[config.mk]
export PLATFORM = sky130hd
export DESIGN_NAME = satb_queue
export DESIGN_NICKNAME = d
export VERILOG_FILES = /design/src/hw/rtl/satb_queue.sv
export SDC_FILE = /design/constraint.sdc
export NUM_CORES = 1
export LEC_CHECK = 0
export BUFFER_PORTS_ARGS = -buffer_cell sky130_fd_sc_hd__buf_2
export CORE_ASPECT_RATIO = 1.75
export CORE_UTILIZATION = 45
export DETAILED_ROUTE_END_ITERATION = 12
export GPL_ROUTABILITY_DRIVEN = 1
export PLACE_DENSITY = 0.68
export SLEW_MARGIN = 5
export SYNTH_ARGS = -nofsm -noshare
export SYNTH_HDL_FRONTEND = slang
export SYNTH_SLANG_ARGS = --single-unit
[constraint.sdc]
create_clock -name clk -period 2.5 [get_ports clk]
set_clock_uncertainty 0.2 [all_clocks]
set_input_delay 0.5 -clock clk [delete_from_list [all_inputs] [get_ports clk]]
set_output_delay 0.5 -clock clk [all_outputs]
set_load 0.01 [all_outputs]
[src/hw/rtl/satb_queue.sv]
// small first-in first-out queue built from flip-flops
module satb_queue #(
	parameter int WIDTH = 8,
	parameter int DEPTH = 4
) (
	input  logic             clk,
	input  logic             arst_n,
	input  logic             push,
	input  logic [WIDTH-1:0] wr_data,
	output logic             full,
	input  logic             pop,
	output logic [WIDTH-1:0] rd_data,
	output logic             empty
);
	localparam int PTR_W = (DEPTH > 1) ? $clog2(DEPTH) : 1;
	localparam int CNT_W = $clog2(DEPTH + 1);

	logic [WIDTH-1:0] slot_q [DEPTH];
	logic [PTR_W-1:0] wr_ptr_q;
	logic [PTR_W-1:0] rd_ptr_q;
	logic [CNT_W-1:0] count_q;
	logic             do_push;
	logic             do_pop;

	assign full    = (count_q == CNT_W'(DEPTH));
	assign empty   = (count_q == '0);
	assign do_push = push && !full;
	assign do_pop  = pop && !empty;
	assign rd_data = slot_q[rd_ptr_q];

	always_ff @(posedge clk or negedge arst_n) begin
		if (!arst_n) begin
			wr_ptr_q <= '0;
			rd_ptr_q <= '0;
			count_q  <= '0;
		end else begin
			if (do_push) begin
				wr_ptr_q <= (wr_ptr_q == PTR_W'(DEPTH - 1)) ? '0 : wr_ptr_q + 1'b1;
			end
			if (do_pop) begin
				rd_ptr_q <= (rd_ptr_q == PTR_W'(DEPTH - 1)) ? '0 : rd_ptr_q + 1'b1;
			end
			if (do_push && !do_pop) begin
				count_q <= count_q + 1'b1;
			end else if (do_pop && !do_push) begin
				count_q <= count_q - 1'b1;
			end
		end
	end

	always_ff @(posedge clk) begin
		if (do_push) begin
			slot_q[wr_ptr_q] <= wr_data;
		end
	end
endmodule

# After elaboration in Yosys (flattened, before gate mapping)
# Memory sizes are Yosys's and may differ from the RTL's.
# Cells that the tools add are included.
# Widths: inputs -> output; s select.
[word_totals] regBits=7 ram_bits=32 input_bits=12 out_inout_bits=10 memories=1
[op_classes] n_addsub=4 n_eq_ne=3 n_mux=6 reduce_logical=10
[mem_list] memory="slot_q" words=4 width=8 rd=1 rd_clocked_by_memory_dff=0 wr=1 line_no="18" rtl="logic [WIDTH-1:0] slot_q [DEPTH];"
[op_table] op="$mux 3" count=2
[op_table] op="$add 2x1->2 const B" count=2
[op_table] op="$eq 2x2->1 const B" count=2
[op_table] op="$logic_and 1x1->1" count=4
[op_table] op="$logic_not 1->1" count=4
[op_table] op="$mux 2" count=2
[op_table] op="$add 3x1->3 const B" count=1
[op_table] op="$eq 3x3->1 const B" count=1
[op_table] op="$logic_not 3->1" count=1
[op_table] op="$sub 3x1->3 const B" count=1
[op_table] op="$mux 1" count=2
[op_table] op="$reduce_bool 2->1" count=1

# Logic depth before layout (Yosys ltp)
[depth] depth_word=7 ltp_mapped=8 mapped_depth_nobuf=8

# Least setup slack after synthesis
# No wires, ideal clock.
[synth_path] kind="register to register" start="register count_q[0]" end="register count_q[2]" setup_ns=0.079 arrival_time_ns=1.998 required_time_ns=2.221 setup_slack_ns=0.223 path_stages_with_launch=9 n_path_buf=0 period_less_slack_ns=2.277 path_cell_list="dfrtp_1 nor3_1 nand2b_4 ha_1 inv_1 fa_1 xor2_1 nor2_1 xor2_1"
[synth_between] elab_chain_cells=6 elab_cells_between_ends=15
[synth_rtl] element="start, declared" line_no="21" rtl="logic [CNT_W-1:0] count_q;"
[synth_rtl] element="start signal, assigned" line_no="44" rtl="count_q <= count_q + 1'b1;"
[synth_rtl] element="start signal, assigned" line_no="46" rtl="count_q <= count_q - 1'b1;"
[synth_rtl] element="$logic_not 3->1 (*)" line_no="26" rtl="assign empty = (count_q == '0);"
[synth_rtl] element="named net empty" line_no="13" rtl="output logic empty"
[synth_rtl] element="$logic_not 1->1 (*)" line_no="28" rtl="assign do_pop = pop && !empty;"
[synth_rtl] element="$logic_and 1x1->1 (*)" line_no="28"
[synth_rtl] element="$logic_not 1->1" line_no="43" rtl="if (do_push && !do_pop) begin"
[synth_rtl] element="$logic_and 1x1->1" line_no="43"
[synth_rtl] element="$mux 3 or $reduce_bool 2->1 (tied branches)"
# The timed path passes the listed nets; every way through them passes the cells marked *. The select of a mux whose other input is x is not followed.
# A chain may end at the register's enable or synchronous reset.

# Final worst setup path
[layout_path] start="register rd_ptr_q[0]" end="output port rd_data[2]"
[layout_between] elab_chain_cells=1
[layout_rtl] element="start, declared" line_no="20" rtl="logic [PTR_W-1:0] rd_ptr_q;"
[layout_rtl] element="start signal, assigned" line_no="41" rtl="rd_ptr_q <= (rd_ptr_q == PTR_W'(DEPTH - 1)) ? '0 : rd_ptr_q + 1'b1;"
[layout_rtl] element="$mem_v2 4x8"
[layout_rtl] element="end, declared" line_no="12" rtl="output logic [WIDTH-1:0] rd_data,"
# No other way between the ends.

==> reports/metrics.csv <==
metric,value,unit
final antenna-violating net count,0,
Multi-input gate area,461.7,um^2
number of global-route vias before repair,782,
initial core utilization,47.61,%
DR pass1 iterations,4,
post-synth top area share,59.40,%
Hold WC Path Type,input pin to flip-flop,
"EDFF count, synth",32,
VDD IR max,0.7232,mV
setup TNS,0,ns
#FFs+latches synth,39,
critical path startpoint category,flip-flop,
Final Hold Slack,0.2326,ns
Initial DRC Count,23,
largest net degree at the start of global routing,13,
gr usage total,14.93,%
Buf/Inv on CP,1,
fmax,448.6,MHz
Netlist cell types,19,
crit path cell chain,"mux4_2, buf_2",
Critical Path AT,1.53,ns
core box area,3398,um^2
"FFs w/ async S/R, synth",17.95,%
Slew @ Worst Pin,0.4398,ns
largest cells by area after synthesis,"edfxtp_1, mux4_2, dfrtp_1",
total number of vias,764,
Syn Inst Count,79,
top_reg_cell synth,edfxtp_1,
H-tree Lvls,2,
most frequent cell after synthesis,edfxtp_1,
Pwr per Cell Area,1163,nW/um^2
commonest cells in the netlist,"edfxtp_1, mux4_2, dfrtp_1",
critical path capture point type,output pin,
dpl cell area,1778,um^2
status,finished clean,
ant diodes,0,
synthesized cell area,1618,um^2
pre-CTS setup slack,0.2510,ns
max_slew headroom,70.68,%
Num CTS Buffers,5,
Design Power,2.207,mW
Max clock buf depth,2,
# DRC,0,
sequential fraction of the synthesis area,70.22,%
Mapped Nets,98,
register area,1137,um^2
Ys Warns,0,
final setup violation count,0,
"Hold Violations, Final",0,
total grt overflow,0,
Non-Filler Instances,153,
maxcap violations,0,
# Post-CTS Setup Buffers,0,
Die Wd,47.33,um
CP max stage cell,dfrtp_2,
Yosys top cell by area,edfxtp_1,
"Clk Latency, worst-skew pair",0.28,ns
first-pass GRT wire length,3822,um
hpwl dp,1705,um
CP required,1.80,ns
Placer Congestion,0.6330,
TritonCTS clock tree,built,
share of layout cells above drive strength 1,42.59,%
Die ar.,3848,um^2
CP Class,flip-flop to output pin,
drt wl/cell,15.25,um
Die H,81.32,um
leakage power figure,0.7296,nW
RSZ-0062 raised after global routing,no,
nets@finish,126,
CP Max Fanout,11,
Avg Vias per Cell,4.993,
P&R area growth vs syn,17.25,%
Placed Cells,144,
fin crit share,89.18,%
average cell area after synthesis,20.48,um^2
clk sinks,39,
WL final,2333,um
final core occ,55.82,%
clk root buf,clkbuf_8,
cell family contributing the most delay on the critical path,flip-flops,
final setup margin,0.2706,ns
io pins,22,
"Reg clk slew, reported paths",0.07,ns
Rows,28,
filler instances,290,
final non-filler cell area,1897,um^2
# port buffers,21,
Final Slew Violations,0,
"slowest stage delay, CP",0.56,ns
initial antenna violation count,0,
post-route minimum period,2.229,ns
-- path summary, 6_finish.rpt --
check / start / slack [ns] / cells after the start / endpoint
worst max-delay path: rd_ptr_q[0] / 0.27 / 2 / rd_data[2]
worst min-delay path: wr_data[6] / 0.23 / 1 / slot_q[1][6]
worst max register to register: count_q[0] / 0.28 / 8 / count_q[2]
worst min register to register: count_q[2] / 0.30 / 1 / count_q[2]
max in group asynchronous: arst_n / 1.54 / 2 / rd_ptr_q[0]
min in group asynchronous: arst_n / 0.39 / 2 / rd_ptr_q[0]
-- worst register-to-register path, stage by stage, from the launching register on --
cell and delay, ns:
dfrtp_1 0.46, nor3_1 0.25, nand2b_4 0.19, ha_1 0.19, inv_1 0.07, fa_1 0.37
xor2_1 0.15, nor2_1 0.11, xor2_1 0.15
-- final cells by class --
cell class | count | share of cell area, %
Clock buffer | 5 | 3.628
Clock inverter | 3 | 2.045
Inverter | 3 | 0.5937
Multi-Input combinational cell | 35 | 24.34
Sequential cell | 39 | 59.96
Tap cell | 45 | 2.968
Timing Repair Buffer | 23 | 6.464
-- layout by cell type, fill, tap and decap left out, types with 2 or more instances in the layout --
cell,Yosys,routed
edfxtp_1,32,32
buf_2,1,21
mux4_2,8,8
ha_1,6,6
dfrtp_1,7,6
clkbuf_8,0,5
nor2_1,4,4
mux2_4,4,4
inv_1,3,3
and2_1,3,3
xor2_1,2,2
-- where the power goes --
part           switching, mW  internal, mW
combinational          0.282         0.395
sequential             0.155         0.882
clock                  0.201         0.292
-- registers in the layout, indices dropped and copies added, names as in the netlist --
signal,flops
count_q,3
slot_q,32
rd_ptr_q,2
wr_ptr_q,2
-- layer usage --
metal / up-vias / track usage [%] / part of all wire [%]
met5: - / 0 / 0
met4: 0 / 7.714 / 2.6
met3: 4 / 3.333 / 3.2
met2: 17 / 23.56 / 52
met1: 385 / 18.55 / 42
li1: 358 / - / -
-- cell families (layout without fill, tap and decap cells) --
group / Yosys count / in the layout / synth area share [%]
buffers and inverters: 5 / 34 / 1.237
adder cells (fa/ha/maj): 7 / 7 / 5.878
XOR/XNOR: 3 / 3 / 1.624
flip-flops: 39 / 39 / 70.22
AND/OR/NAND/NOR: 12 / 12 / 5.490
multiplexers: 13 / 13 / 15.55
-- timing repair --
item,4_1_cts,5_1_grt
resized for setup,0,1
setup endpoints to repair,0,8
hold endpoints to repair,7,0
hold buffers,1,0
No activity file was read; power rests on OpenSTA's default activity.
