[config.mk]
export PLATFORM = sky130hd
export DESIGN_NAME = satb_front
export DESIGN_NICKNAME = d
export VERILOG_FILES = /design/src/hw/rtl/satb_pkg.sv /design/src/hw/rtl/satb_front.sv
export SDC_FILE = /design/constraint.sdc
export NUM_CORES = 1
export LEC_CHECK = 0
export ABC_AREA = 0
export ABC_CLOCK_PERIOD_IN_PS = 3700
export BUFFER_PORTS_ARGS = -buffer_cell sky130_fd_sc_hd__buf_4
export CAP_MARGIN = 10
export CORE_MARGIN = 3
export CORE_UTILIZATION = 59
export DETAILED_ROUTE_END_ITERATION = 8
export PLACE_DENSITY_LB_ADDON = 0.2
export SLEW_MARGIN = 20
export SYNTH_ARGS = -nofsm -noshare
export SYNTH_HDL_FRONTEND = slang
export SYNTH_SLANG_ARGS = --single-unit
[constraint.sdc]
create_clock -name clk -period 3.7 [get_ports clk]
set_input_delay 0.185 -clock clk [delete_from_list [all_inputs] [get_ports clk]]
set_output_delay 0.185 -clock clk [all_outputs]
set_load 0.02 [all_outputs]
[src/hw/rtl/satb_pkg.sv]
// shared types and constants for the summed area table builder
package satb_pkg;

	localparam int VALUE_W   = 36;
	localparam int RUN_SUM_W = 26;
	localparam int CFG_W     = 11;
	localparam int CFG_IDX_W = 1;
	localparam int CFG_RESET = 1024;

	localparam logic [CFG_IDX_W-1:0] REG_ROW_LENGTH = 1'b0;
	localparam logic [CFG_IDX_W-1:0] REG_FRAME_ROWS = 1'b1;

	typedef struct packed {
		logic first_row;
		logic row_end;
		logic frame_end;
	} satb_flags_t;

endpackage

[src/hw/rtl/satb_front.sv]
// front end: length registers, position counters and the row running sum
module satb_front #(
	parameter int MAX_COLUMNS  = 1024,
	parameter int MAX_ROWS     = 1024,
	parameter int SAMPLE_WIDTH = 16,
	parameter int COL_W        = 10,
	parameter int RUN_W        = 27
) (
	input  logic                              clk,
	input  logic                              arst_n,
	input  logic                              cfg_write,
	input  logic [satb_pkg::CFG_IDX_W-1:0]    cfg_index,
	input  logic [satb_pkg::CFG_W-1:0]        cfg_data,
	input  logic                              push,
	input  logic signed [SAMPLE_WIDTH-1:0]    sample,
	input  logic                              q_full,
	output logic                              q_push,
	output logic signed [RUN_W-1:0]           q_run,
	output logic [COL_W-1:0]                  q_col,
	output satb_pkg::satb_flags_t             q_flags
);
	import satb_pkg::*;

	localparam int ROW_W    = $clog2(MAX_ROWS);
	localparam int CLEN_W   = ($clog2(MAX_COLUMNS + 1) > CFG_W) ? $clog2(MAX_COLUMNS + 1) : CFG_W;
	localparam int RLEN_W   = ($clog2(MAX_ROWS + 1) > CFG_W) ? $clog2(MAX_ROWS + 1) : CFG_W;
	localparam int RST_COLS = (MAX_COLUMNS < CFG_RESET) ? MAX_COLUMNS : CFG_RESET;
	localparam int RST_ROWS = (MAX_ROWS < CFG_RESET) ? MAX_ROWS : CFG_RESET;

	logic [CLEN_W-1:0]          cols_q;
	logic [RLEN_W-1:0]          rows_q;
	logic [COL_W-1:0]           col_q;
	logic [ROW_W-1:0]           row_q;
	logic signed [RUN_SUM_W-1:0] row_sum_q;

	logic [CLEN_W-1:0]  cols_raw;
	logic [RLEN_W-1:0]  rows_raw;
	logic [CLEN_W-1:0]  cols_clamped;
	logic [RLEN_W-1:0]  rows_clamped;
	logic               accept;
	logic               last_col;
	logic               last_row;
	logic [RUN_W-1:0]   sample_ext;
	logic [RUN_W-1:0]   row_sum_ext;
	logic [RUN_W-1:0]   run;

	// zero acts as one, anything beyond the maximum saturates
	assign cols_raw     = CLEN_W'(cfg_data);
	assign rows_raw     = RLEN_W'(cfg_data);
	assign cols_clamped = (cols_raw == '0) ? CLEN_W'(1) :
		(cols_raw > CLEN_W'(MAX_COLUMNS)) ? CLEN_W'(MAX_COLUMNS) : cols_raw;
	assign rows_clamped = (rows_raw == '0) ? RLEN_W'(1) :
		(rows_raw > RLEN_W'(MAX_ROWS)) ? RLEN_W'(MAX_ROWS) : rows_raw;

	always_ff @(posedge clk or negedge arst_n) begin
		if (!arst_n) begin
			cols_q <= CLEN_W'(RST_COLS);
			rows_q <= RLEN_W'(RST_ROWS);
		end else if (cfg_write) begin
			case (cfg_index)
				REG_ROW_LENGTH: cols_q <= cols_clamped;
				REG_FRAME_ROWS: rows_q <= rows_clamped;
				default: ;
			endcase
		end
	end

	assign accept   = push && !q_full;
	// a position at or past the last one counts as last, so a shrunk length wraps at once
	assign last_col = ({1'b0, CLEN_W'(col_q)} + 1'b1) >= {1'b0, cols_q};
	assign last_row = ({1'b0, RLEN_W'(row_q)} + 1'b1) >= {1'b0, rows_q};

	assign sample_ext  = {{(RUN_W - SAMPLE_WIDTH){sample[SAMPLE_WIDTH-1]}}, sample};
	assign row_sum_ext = {{(RUN_W - RUN_SUM_W){row_sum_q[RUN_SUM_W-1]}}, row_sum_q};
	assign run         = (col_q == '0) ? sample_ext : row_sum_ext + sample_ext;

	always_ff @(posedge clk or negedge arst_n) begin
		if (!arst_n) begin
			col_q     <= '0;
			row_q     <= '0;
			row_sum_q <= '0;
		end else if (accept) begin
			row_sum_q <= run[RUN_SUM_W-1:0];
			if (last_col) begin
				col_q <= '0;
				row_q <= last_row ? '0 : row_q + 1'b1;
			end else begin
				col_q <= col_q + 1'b1;
			end
		end
	end

	assign q_push            = accept;
	assign q_run             = run;
	assign q_col             = col_q;
	assign q_flags.first_row = (row_q == '0);
	assign q_flags.row_end   = last_col;
	assign q_flags.frame_end = last_col && last_row;
endmodule

## Word level (Yosys, flattened, before mapping)

Cells that the tools add are included.

- Register bits: 68
- Input port bits: 33
- Output and inout port bits: 41
- Logic and storage cells: 28

- Add/subtract/negate cells: 5
- Magnitude comparators: 3
- Mux-type cells: 5
- Bitwise gates (word level): 1
- Reduce and logical (&&, ||, !) cells: 9

Operator list:

| kind | count |
|---|---|
| 26-bit by 16-bit adder with 27-bit output | 1 |
| 27-bit two-way mux | 1 |
| 10-bit by 1-bit adder with 11-bit output (second input constant) | 2 |
| 11-bit greater-or-equal comparator | 2 |
| 11-bit two-way mux | 2 |
| 10-bit by 1-bit adder with 10-bit output (second input constant) | 2 |
| 10-bit zero test | 2 |
| 10-bit two-way mux | 2 |
| 11-bit > comparator (second input constant) | 1 |
| 11-bit zero test | 1 |
| 2-bit AND reduction | 3 |
| 1-bit logical AND | 2 |
| 1-bit zero test | 1 |
| 1-bit NOT | 1 |

## Longest topological paths before layout

- Word-level depth: 3
- Mapped depth: 15
- Gate-level depth less buffers: 14

## Worst setup path before layout

OpenSTA, ideal clock, no wires.

- Path kind: reg2out
- Start point: reg row_q[0]
- End point: out q_flags[0] (netlist bit)
- Arrival: 2.957 ns
- Path slack: 0.558 ns
- Stages on the path, launching flop included: 15
- Path buffers: 1
- Path through: dfrtp_1 ha_1 and3_1 and3_1 inv_1 nor3_1 and3_1 ha_1 a2111oi_0 o21ai_0 a21oi_1 o31ai_1 o21ai_0 clkbuf_1 nor2_1

RTL lines:

| what | line | text |
|---|---|---|
| from (decl) | satb_front.sv:33 | `logic [ROW_W-1:0] row_q;` |
| from (signal assigned) | satb_front.sv:86 | `row_q <= last_row ? '0 : row_q + 1'b1;` |
| to (decl) | satb_front.sv:20 | `output satb_pkg::satb_flags_t q_flags` |

==> results.json <==
{
  "final_nets": 814,
  "fill_cells": 728,
  "criticalPathCategory": "reg2out",
  "dr.pass1.iters": 5,
  "regToRegSetupSlack_ns": 0.37,
  "port_buffers": 73,
  "clock_skew_ns": 0.01572,
  "status": "finished clean",
  "drtIter0Drc": 152,
  "fin_crit_sh_pct": 96.33,
  "finalCriticalPeriod_ns": 3.564,
  "num_rows": 34,
  "htree_levels": 3,
  "max_slew.worst_pin.slew_ns": 0.8806,
  "post-place-ws_ns": 0.3578,
  "hold_path_depth": 2,
  "path_clk_slew_ns": 0.07,
  "hold_violations": 0,
  "synth-seq-area-share_pct": 31.32,
  "required_ns": 3.51,
  "clkLatencyLatePin_ns": 0.35,
  "antenna_found_initial": 0,
  "grt_use_met3_pct": 3.276,
  "cts_tree": "built",
  "ys_async_sr_fraction_pct": 100.0,
  "total_leakage_power_nw": 2.922,
  "cp_max_fo": 5,
  "ant_nets": 0,
  "cp-end-kind": "primary output",
  "synth_area_leaders": "dfrtp_1, ha_1, nand2_1, o21ai_0, a21oi_1",
  "drv_cap": 0,
  "hold_class": "in2reg",
  "yosysMostFrequentCell": "nand2_1",
  "ir_worst_vdd_mv": 0.3741,
  "drc": 0,
  "grt_util_met1_pct": 34.12,
  "grt_start_max_net_pins": 69,
  "finalSetupTns_ns": 0,
  "vias": 5005,
  "ys_ff_latch": 68,
  "die_h_um": 102.0,
  "holdWs_ns": 0.1293,
  "io_pins": 74,
  "core_area_um2": 8848,
  "area_growth_pct": 16.67,
  "grt-busiest-layer": "met2",
  "synth_cell_type_count": 63,
  "syn_nets": 749,
  "synth_top_area_share_pct": 30.35,
  "start_util_pct": 61.50,
  "syn_inst": 663,
  "setup.worst_path.start_class": "flop",
  "yosysWarnings": 0,
  "rr_worst_depth": 17,
  "syn_area_per_cell_um2": 8.207,
  "yosys-top-cells-count": "nand2_1, dfrtp_1, o21ai_0",
  "cellPowerDensity_nw_per_um2": 920.4,
  "slew_viol_final": 0,
  "root_buffer": "clkbuf_8",
  "min-delay-start": "cfg_data[10]",
  "design_power_total_mw": 5.843,
  "ys.flop_type": "dfrtp_1",
  "yosysTopAreaCell": "dfrtp_1",
  "fp.dieW_um": 102.0,
  "die_area_um2": 10410,
  "setup_viol": 0,
  "gr-total-overflow": 0,
  "grt_use_total_pct": 26.06,
  "grt_pass1_wl_mm": 21.92,
  "holdPathEnd": "rows_q[0]",
  "fmaxAchievable_mhz": 280.6,
  "cts_buffers": 9,
  "utilization_pct": 71.75,
  "reg2reg_to": "row_q[8]",
  "clockBufferDepth": 2,
  "grt_pass1_vias": 4787,
  "cp.arrival_ns": 3.38,
  "wl_mm": 13.38,
  "synth-edff-count": 0,
  "maxSlewHeadroom_pct": 41.29,
  "drive_gt1_share_pct": 18.96,
  "routed_via_density": 5.951,
  "clock-sinks": 68,
  "reg2reg_from": "row_q[1]",
  "worst_slack_ns": 0.1358,
  "wl_per_cell_um": 15.91,
  "synthesis.area_um2": 5441,
  "met2_usage_pct": 44.78,
  "diodes": 0,
  "place_congestion": 0.9171,
  "place_hpwl_mm": 9.921
}
[worst max-delay path by stage]
stage	startpoint	to	slack (ns)
global route	row_q[1]	q_flags[0]	-0.02
floorplan	row_q[0]	q_flags[0]	0.56
detailed placement	row_q[0]	row_q[5]	0.36
finish	row_q[1]	q_flags[0]	0.14
CTS	q_col[2]	q_flags[0]	0.08
global placement	row_q[0]	q_flags[0]	0.51
[logic make-up (layout without fill, tap and decap cells)]
logic type,after synthesis,in the layout,synth area share (%)
adder cells (fa/ha/maj),53,53,12.32
flip-flops,68,68,31.32
buffers and inverters,76,146,5.449
AO/OA/AOI/OAI,193,193,22.67
multiplexers,16,16,3.265
AND/OR/NAND/NOR,220,220,19.02
XOR/XNOR,37,37,5.955
[sequential cells by signal, indices dropped and copies added (netlist names)]
signal,flops
row_sum_q,26
cols_q,11
rows_q,11
q_col,10
row_q,10
[stage by stage]
step | cells | cell area (µm²)
floorplan | 663 | 5441
global placement | 822 | 6057
detailed placement | 822 | 6057
CTS | 840 | 6325
global route | 841 | 6349
finish | 841 | 6349
[routing by layer]
metal	share of wire, %	up-vias
met3	4.8	28
met2	50	138
met4	2.2	0
met5	0	-
li1	-	2464
met1	43	2375
[cell type report]
type,instances,area [µm²],share of cell area (%)
Timing Repair Buffer,83,629.4,9.913
Clock buffer,10,137.6,2.168
Tap cell,108,135.1,2.129
Clock inverter,6,111.4,1.754
Multi-Input combinational cell,519,3451,54.36
Sequential cell,68,1708,26.90
Inverter,47,176.4,2.779
[what timing repair did]
item | in CTS | in global routing
hold buffers | 1 | 0
hold endpoints to repair | 18 | 0
setup buffers | 1 | 1
resized for setup | 1 | 7
pin swaps | 0 | 1
endpoints found under the setup margin | 1 | 2
[worst max-delay path: stages (launching register included)]
cell	delay [ns]
dfrtp_1	0.41
ha_2	0.23
and3_1	0.23
and3_4	0.22
inv_1	0.05
nor3_1	0.13
buf_4	0.15
and3_1	0.17
ha_1	0.25
a2111oi_0	0.37
o21ai_0	0.14
a21oi_1	0.14
o31ai_1	0.08
o21ai_0	0.11
buf_4	0.16
nor2_1	0.04
buf_4	0.15
[power by group]
group	internal [mW]	switching, mW
registers	0.977	0.175
clock network	0.466	0.307
logic	1.64	2.28
[placed cells by master, fill, tap and decap left out, types with 6 or more instances in the layout]
cell      netlist  final
a21oi_1        45     45
nor2b_1         7      7
ha_1           52     51
nor2_1         43     43
nand4_1         8      8
nand2_1        90     90
buf_4           2     81
clkbuf_8        0     10
a21o_1         13     13
inv_1          45     45
o21ai_1         8      8
nand2b_1       18     18
xor2_1         16     16
xnor2_1        21     21
o21ai_0        57     57
nor3_1          8      8
nand3_1        18     18
o31ai_1         6      6
mux2_2         14     14
a31oi_1         8      8
o21a_1          8      8
dfrtp_1        66     63
o22ai_1         7      7
o21bai_1        6      6
(Power assumes the default switching activity.)
